--- config.mk ---
export PLATFORM = sky130hd
export DESIGN_NAME = lru_key_order_list
export DESIGN_NICKNAME = d
export VERILOG_FILES = /design/src/sv/lko_pkg.sv /design/src/sv/lko_cell.sv /design/src/sv/lru_key_order_list.sv
export SDC_FILE = /design/constraint.sdc
export NUM_CORES = 2
export LEC_CHECK = 0
export ABC_CLOCK_PERIOD_IN_PS = 23600
export BUFFER_PORTS_ARGS = -buffer_cell sky130_fd_sc_hd__buf_2
export CORE_ASPECT_RATIO = 2
export CORE_MARGIN = 3
export CORE_UTILIZATION = 45
export DETAILED_ROUTE_END_ITERATION = 7
export GPL_TIMING_DRIVEN = 0
export PLACE_DENSITY = 0.61
export SYNTH_ARGS = -nofsm -noshare
export SYNTH_HDL_FRONTEND = slang
export SYNTH_HIERARCHICAL = 1
export SYNTH_SLANG_ARGS = --single-unit
--- constraint.sdc ---
create_clock -name i_clk -period 23.6 [get_ports i_clk]
set_input_delay 4.72 -clock i_clk [delete_from_list [all_inputs] [get_ports i_clk]]
set_output_delay 4.72 -clock i_clk [all_outputs]
set_load 0.05 [all_outputs]
--- src/sv/lko_pkg.sv ---
package lko_pkg;

    localparam int KEY_W           = 31;
    localparam int STATUS_W        = 3;
    localparam int COUNT_OUT_W     = 7;
    localparam int MAX_ENTRIES_DEF = 64;

    // Operation codes
    localparam logic OP_ACCESS = 1'b0;
    localparam logic OP_REMOVE = 1'b1;

    // Result status codes
    localparam logic [STATUS_W-1:0] ST_HIT      = 3'd0;
    localparam logic [STATUS_W-1:0] ST_INSERT   = 3'd1;
    localparam logic [STATUS_W-1:0] ST_REMOVED  = 3'd2;
    localparam logic [STATUS_W-1:0] ST_NOTFOUND = 3'd3;
    localparam logic [STATUS_W-1:0] ST_FULL     = 3'd4;

    // Control broadcast from the sequencer to every cell
    typedef struct packed {
        logic             cmp_en;   // latch the key compare
        logic             shift_en; // close the gap behind the matching cell
        logic             load_en;  // write the request key at load_idx
        logic [KEY_W-1:0] key;      // request key
    } t_cell_ctl;

endpackage

--- src/sv/lko_cell.sv ---
module lko_cell #(
    parameter int IDX   = 0,
    parameter int CNT_W = 7
) (
    input  logic                  i_clk,
    input  logic                  i_rst_n,
    input  lko_pkg::t_cell_ctl    i_ctl,
    input  logic [CNT_W-1:0]      i_count,
    input  logic [CNT_W-1:0]      i_load_idx,
    input  logic [lko_pkg::KEY_W-1:0] i_next_key,
    input  logic                  i_seen,
    output logic                  o_seen,
    output logic                  o_match,
    output logic [lko_pkg::KEY_W-1:0] o_key
);
    import lko_pkg::*;

    logic [KEY_W-1:0] r_key;
    logic             r_match;
    logic             w_valid;
    logic             w_has_next;
    logic             w_load_here;

    // Position checks against the fill count
    assign w_valid     = CNT_W'(IDX) < i_count;
    assign w_has_next  = CNT_W'(IDX + 1) < i_count;
    assign w_load_here = i_load_idx == CNT_W'(IDX);

    // Match chain: true at and after the matching position
    assign o_seen  = i_seen | r_match;
    assign o_match = r_match;
    assign o_key   = r_key;

    // Compare stage
    always_ff @(posedge i_clk) begin
        if (!i_rst_n) begin
            r_match <= 1'b0;
        end else if (i_ctl.cmp_en) begin
            r_match <= w_valid && (r_key == i_ctl.key);
        end
    end

    // Key storage: load takes priority over the shift from the neighbor
    always_ff @(posedge i_clk) begin
        if (i_ctl.load_en && w_load_here) begin
            r_key <= i_ctl.key;
        end else if (i_ctl.shift_en && o_seen && w_has_next) begin
            r_key <= i_next_key;
        end
    end

endmodule

--- src/sv/lru_key_order_list.sv ---
// The result strobe follows the start transfer through the compare and update states and the result registers.
// A new request is taken only once the block is back in idle; busy covers compare and update, start is taken from idle.
// Each key compare is latched in its cell, then the row shifts toward the oldest end in one step.
// Reset (synchronous, active low) empties the list; key cells are not cleared.
// The done strobe is high for one cycle only; the receiver cannot stall.
module lru_key_order_list #(
    parameter int MAX_ENTRIES = lko_pkg::MAX_ENTRIES_DEF
) (
    input  logic                            i_clk,
    input  logic                            i_rst_n,
    input  logic                            start,
    output logic                            busy,
    input  logic                            i_operation,
    input  logic [lko_pkg::KEY_W-1:0]       i_key,
    output logic                            o_done,
    output logic [lko_pkg::STATUS_W-1:0]    o_status,
    output logic [lko_pkg::COUNT_OUT_W-1:0] o_entry_count,
    output logic [lko_pkg::KEY_W-1:0]       o_oldest_key,
    output logic                            o_oldest_valid
);
    import lko_pkg::*;

    localparam int CNT_W = $clog2(MAX_ENTRIES + 1);

    localparam logic [1:0] S_IDLE = 2'd0;
    localparam logic [1:0] S_CMP  = 2'd1;
    localparam logic [1:0] S_UPD  = 2'd2;

    logic [1:0]          r_state, n_state;
    logic                r_op;
    logic [KEY_W-1:0]    r_req_key;
    logic [CNT_W-1:0]    r_count, n_count;
    logic [STATUS_W-1:0] r_status, n_status;
    logic                r_done;

    t_cell_ctl           w_ctl;
    logic [CNT_W-1:0]    w_load_idx;
    logic                w_hit;
    logic                w_full;
    logic [MAX_ENTRIES:0]  w_seen;
    logic [MAX_ENTRIES-1:0] w_match;
    logic [KEY_W-1:0]    w_keys [MAX_ENTRIES];
    logic [CNT_W+COUNT_OUT_W-1:0] w_count_ext;

    assign busy = r_state != S_IDLE;

    // Sequencer
    always_comb begin
        n_state = r_state;
        unique case (r_state)
            S_IDLE:  if (start) n_state = S_CMP;
            S_CMP:   n_state = S_UPD;
            S_UPD:   n_state = S_IDLE;
            default: n_state = S_IDLE;
        endcase
    end

    always_ff @(posedge i_clk) begin
        if (!i_rst_n) begin
            r_state <= S_IDLE;
        end else begin
            r_state <= n_state;
        end
    end

    // Request capture
    always_ff @(posedge i_clk) begin
        if (start && !busy) begin
            r_op      <= i_operation;
            r_req_key <= i_key;
        end
    end

    // Update decision
    assign w_hit  = |w_match;
    assign w_full = r_count == CNT_W'(MAX_ENTRIES);

    always_comb begin
        n_count      = r_count;
        n_status     = ST_NOTFOUND;
        w_load_idx   = r_count;
        w_ctl.cmp_en   = r_state == S_CMP;
        w_ctl.shift_en = 1'b0;
        w_ctl.load_en  = 1'b0;
        w_ctl.key      = r_req_key;
        if (r_state == S_UPD) begin
            priority if (r_op == OP_REMOVE && w_hit) begin
                w_ctl.shift_en = 1'b1;
                n_count        = r_count - CNT_W'(1);
                n_status       = ST_REMOVED;
            end else if (r_op == OP_REMOVE) begin
                n_status = ST_NOTFOUND;
            end else if (w_hit) begin
                w_ctl.shift_en = 1'b1;
                w_ctl.load_en  = 1'b1;
                w_load_idx     = r_count - CNT_W'(1);
                n_status       = ST_HIT;
            end else if (w_full) begin
                n_status = ST_FULL;
            end else begin
                w_ctl.load_en = 1'b1;
                n_count       = r_count + CNT_W'(1);
                n_status      = ST_INSERT;
            end
        end
    end

    // Count and result registers
    always_ff @(posedge i_clk) begin
        if (!i_rst_n) begin
            r_count <= '0;
            r_done  <= 1'b0;
        end else begin
            r_done <= r_state == S_UPD;
            if (r_state == S_UPD) begin
                r_count <= n_count;
            end
        end
    end

    always_ff @(posedge i_clk) begin
        if (r_state == S_UPD) begin
            r_status <= n_status;
        end
    end

    // Row of cells, oldest at position 0
    assign w_seen[0] = 1'b0;

    for (genvar g = 0; g < MAX_ENTRIES; g++) begin : g_cell
        logic [KEY_W-1:0] w_next;
        if (g == MAX_ENTRIES - 1) begin : g_last
            assign w_next = '0;
        end else begin : g_mid
            assign w_next = w_keys[g+1];
        end
        lko_cell #(
            .IDX   (g),
            .CNT_W (CNT_W)
        ) u_cell (
            .i_clk      (i_clk),
            .i_rst_n    (i_rst_n),
            .i_ctl      (w_ctl),
            .i_count    (r_count),
            .i_load_idx (w_load_idx),
            .i_next_key (w_next),
            .i_seen     (w_seen[g]),
            .o_seen     (w_seen[g+1]),
            .o_match    (w_match[g]),
            .o_key      (w_keys[g])
        );
    end

    // Result ports
    assign w_count_ext    = {{COUNT_OUT_W{1'b0}}, r_count};
    assign o_done         = r_done;
    assign o_status       = r_status;
    assign o_entry_count  = w_count_ext[COUNT_OUT_W-1:0];
    assign o_oldest_valid = r_count != '0;
    assign o_oldest_key   = o_oldest_valid ? w_keys[0] : '0;

endmodule

==> results.sh <==
export IMPL_final_util=0.534
export IMPL_via_per_inst=5.87
export IMPL_rrSetupSlack_ps=2840
export IMPL_multi_input_area_um2=56600
export IMPL_grt_start_max_net_pins=77
export IMPL_ys_ff_latch=2093
export IMPL_skew_ps=45.2
export IMPL_ys_types=90
export IMPL_drive_gt1_frac=0.355
export IMPL_r2r_end="g_cell[63].u_cell/o_key[9]$_DFFE_PP_"
export IMPL_swShare=0.239
export IMPL_crit_type="register to register"
export IMPL_holdBufCountCts=0
export IMPL_synth_top_cells_by_count="2019 x edfxtp_1, 1367 x mux2_4, 1195 x xnor2_1"
export IMPL_wl_per_cell_um=31.2
export IMPL_cts_root_buf="clkbuf_16"
export IMPL_die_x_um=371
export IMPL_worstHoldPathType="register to register"
export IMPL_pwr_share_comb=0.095
export IMPL_timing_critical_path_buf_inv=0
export IMPL_maxSlewHeadroom=0.103
export IMPL_cp_max_fo=31
export IMPL_leakagePower_nw=52.1
export IMPL_htreeDepth=4
export IMPL_final_area_um2=141000
export IMPL_synth_area_leader_cell="edfxtp_1"
export IMPL_overflow=0
export IMPL_ys_flop_type="edfxtp_1"
export IMPL_drv_cap=0
export IMPL_slew_violations=0
export IMPL_nFillCells=21219
export IMPL_cts_tree="built"
export IMPL_core_area_um2=265000
export IMPL_track_usage=0.275
export IMPL_grt_pass1_wl_um=541000
export IMPL_r2r_worst_path_cells=65
export IMPL_hold_violations=0
export IMPL_cts_setup_buffers=0
export IMPL_cp_common_cell="or2_2"
export IMPL_yosys_top_cells_area="edfxtp_1 50%, mux2_4 17%, xnor2_1 8.7%"
export IMPL_die_y_um=737
export IMPL_syn_area_um2=120000
export IMPL_start_kind="register"
export IMPL_hold_end="g_cell[20].u_cell/o_match$_SDFFE_PN0P_"
export IMPL_drt_wl_total_um=382000
export IMPL_drtIter0Drc=4865
export IMPL_clock_fmax_mhz=48.2
export IMPL_ir_worst_vdd_mv=0.0598
export IMPL_yosysSeqAreaShare=0.517
export IMPL_cts_buffer_depth=4
export IMPL_synth_warnings=6
export IMPL_setup_viol=0
export IMPL_drtPass1Iterations=8
export IMPL_gp_congestion=0.929
export IMPL_port_buffers=78
export IMPL_cp_slowest_cell="a41o_2"
export IMPL_clkSlewWorstSetupHoldPaths_ps=70
export IMPL_seq_power_share=0.498
export IMPL_cts_resized=0
export IMPL_timing_rr_start="g_cell[0].u_cell/o_match$_SDFFE_PN0P_"
export IMPL_tns_ps=0
export IMPL_critPathMaxStageDelay_ps=530
export IMPL_place_hpwl_um=293000
export IMPL_drcViolationCount=0
export IMPL_rsz0062_at_grt="no"
export IMPL_cp_data_required_time_ps=24140
export IMPL_cp_end_kind="register"
export IMPL_initial_utilization=0.453
export IMPL_placed_cell_area_um2=135000
export IMPL_switchingPower_mw=1.95
export IMPL_fin_nets=8614
export IMPL_num_rows=267
export IMPL_cts_sinks=2093
export IMPL_synthArstFlopShare=0
export IMPL_cts_buffers=203
export IMPL_io_pins=79
export IMPL_seq_area_um2=62100
export IMPL_hp_start="g_cell[20].u_cell/o_match$_SDFFE_PN0P_"
export IMPL_min_period_ps=20760
export IMPL_timing_hold_ws_ps=498
export IMPL_syn_inst=7891
export IMPL_critPathTopFamily="simple AND/OR/NAND/NOR gates"
export IMPL_worst_pin_slew_ps=1340
export IMPL_hold_depth=2
export IMPL_synth_enable_flop_cells=2019
export IMPL_grt_pass1_vias=76517
export IMPL_avgSynthCellArea_um2=15.2
export IMPL_ant_nets=0
export IMPL_synthToLayoutAreaGrowth_pct=17.7
export IMPL_yosys_cell_count_top_type="edfxtp_1"
export IMPL_clk_latency_ps=900
export IMPL_power_mw=8.12
export IMPL_clockPowerShare=0.408
export IMPL_dieArea_um2=274000
export IMPL_route_vias_total=71771
export IMPL_antenna_found_initial=4
export IMPL_intPower_mw=6.18
export IMPL_yosysTopAreaCellShare=0.505
export IMPL_timing_final_crit_share=0.880
export IMPL_status="completed"
export IMPL_power_density_nw_per_um2=57.5
export IMPL_worstPathArrival_ps=21300
## layout by cell type, fill, tap and decap left out, types with 32 or more instances in the layout
cell type  count
nand3_1       80
or2_2         67
nand3b_1      59
xnor2_1     1191
dfxtp_1       67
nand2_1      106
buf_6        159
buf_8         58
o21ai_0       47
mux2_4      1367
nor2b_1       55
nor3_1        36
clkbuf_16    206
a21oi_1       37
buf_12        41
nand4_1      360
buf_16       278
conb_1        32
nor2_1        38
edfxtp_1    2019
mux2_1        98
xor2_1       793
buf_2        102
clkbuf_1      72
and4bb_2      39
nor4_1       272
mux2_2       519
## metal layers
layer | routed length, um | global-route usage
met5 | 0 | 0
met4 | 37300 | 0.221
met3 | 14700 | 0.0297
met2 | 212000 | 0.535
met1 | 118000 | 0.254
## kinds of logic (layout without fill, tap and decap cells)
kind of cell,Yosys count,after routing,synth area share
compound gates,262,262,0.0142
xor+xnor,1990,1990,0.145
fa+ha+maj,2,2,0.000208
buf+inv,220,1035,0.0180
flops,2093,2093,0.517
mux,1996,1996,0.230
other cells,1,33,0.0000312
simple gates,1327,1327,0.0757
## power groups by stage
| stage | combinational, mW | clock (mW) | sequential, mW |
|---|---|---|---|
| 2_1_floorplan | 0.263 | 0 | 4.21 |
| 3_3_place_gp | 0.396 | 0 | 4.34 |
| 3_5_place_dp | 0.762 | 0 | 4.12 |
| 4_1_cts | 0.764 | 3.37 | 4.04 |
| 5_1_grt | 0.796 | 3.50 | 4.04 |
| 6_report | 0.768 | 3.31 | 4.04 |
## sequential cells by signal (all words and copies together), names as in the netlist
name,flops
r_req_key,31
o_done,1
g_cell.u_cell/o_key,1984
r_state,2
g_cell.u_cell/o_match,64
o_entry_count,7
o_status,3
r_op,1
## worst reg2reg max path: cells and delay by family (launching register included)
kind,cells,cell delay [ps]
and+or+nand+nor,64,19500
DFF,1,390
AOI/OAI and AO/OA,1,530
## how the worst max path moves through the flow
stage | start | endpoint | slack [ps] | depth (start not counted)
6_report | g_cell[0].u_cell/o_match$_SDFFE_PN0P_ | g_cell[63].u_cell/o_key[9]$_DFFE_PP_ | 2840 | 65
5_1_grt | g_cell[0].u_cell/o_match$_SDFFE_PN0P_ | g_cell[63].u_cell/o_key[14]$_DFFE_PP_ | 2610 | 65
4_1_cts | g_cell[0].u_cell/o_match$_SDFFE_PN0P_ | g_cell[63].u_cell/o_key[14]$_DFFE_PP_ | 2810 | 65
3_5_place_dp | g_cell[0].u_cell/o_match$_SDFFE_PN0P_ | g_cell[63].u_cell/o_key[12]$_DFFE_PP_ | 2930 | 65
3_3_place_gp | g_cell[0].u_cell/o_match$_SDFFE_PN0P_ | g_cell[60].u_cell/o_key[15]$_DFFE_PP_ | 2870 | 63
2_1_floorplan | g_cell[0].u_cell/o_match$_SDFFE_PN0P_ | g_cell[63].u_cell/o_key[0]$_DFFE_PP_ | 4830 | 65
## stage by stage
stage	worst slack [ps]	instances
2_1_floorplan	4830	7922
3_3_place_gp	2870	11497
3_5_place_dp	2930	11868
4_1_cts	2810	12233
5_1_grt	2610	12235
6_report	2840	12235
## final cells by class
type,count,share of cell area
Antenna cell,1,0.0000177
Buffer,207,0.0150
Timing Repair Buffer,450,0.0679
Clock inverter,90,0.00671
Clock buffer,275,0.0391
Inverter,13,0.000345
Tap cell,3497,0.0310
Sequential cell,2093,0.440
Multi-Input combinational cell,5609,0.400
Power figures use the tool's default switching activity.
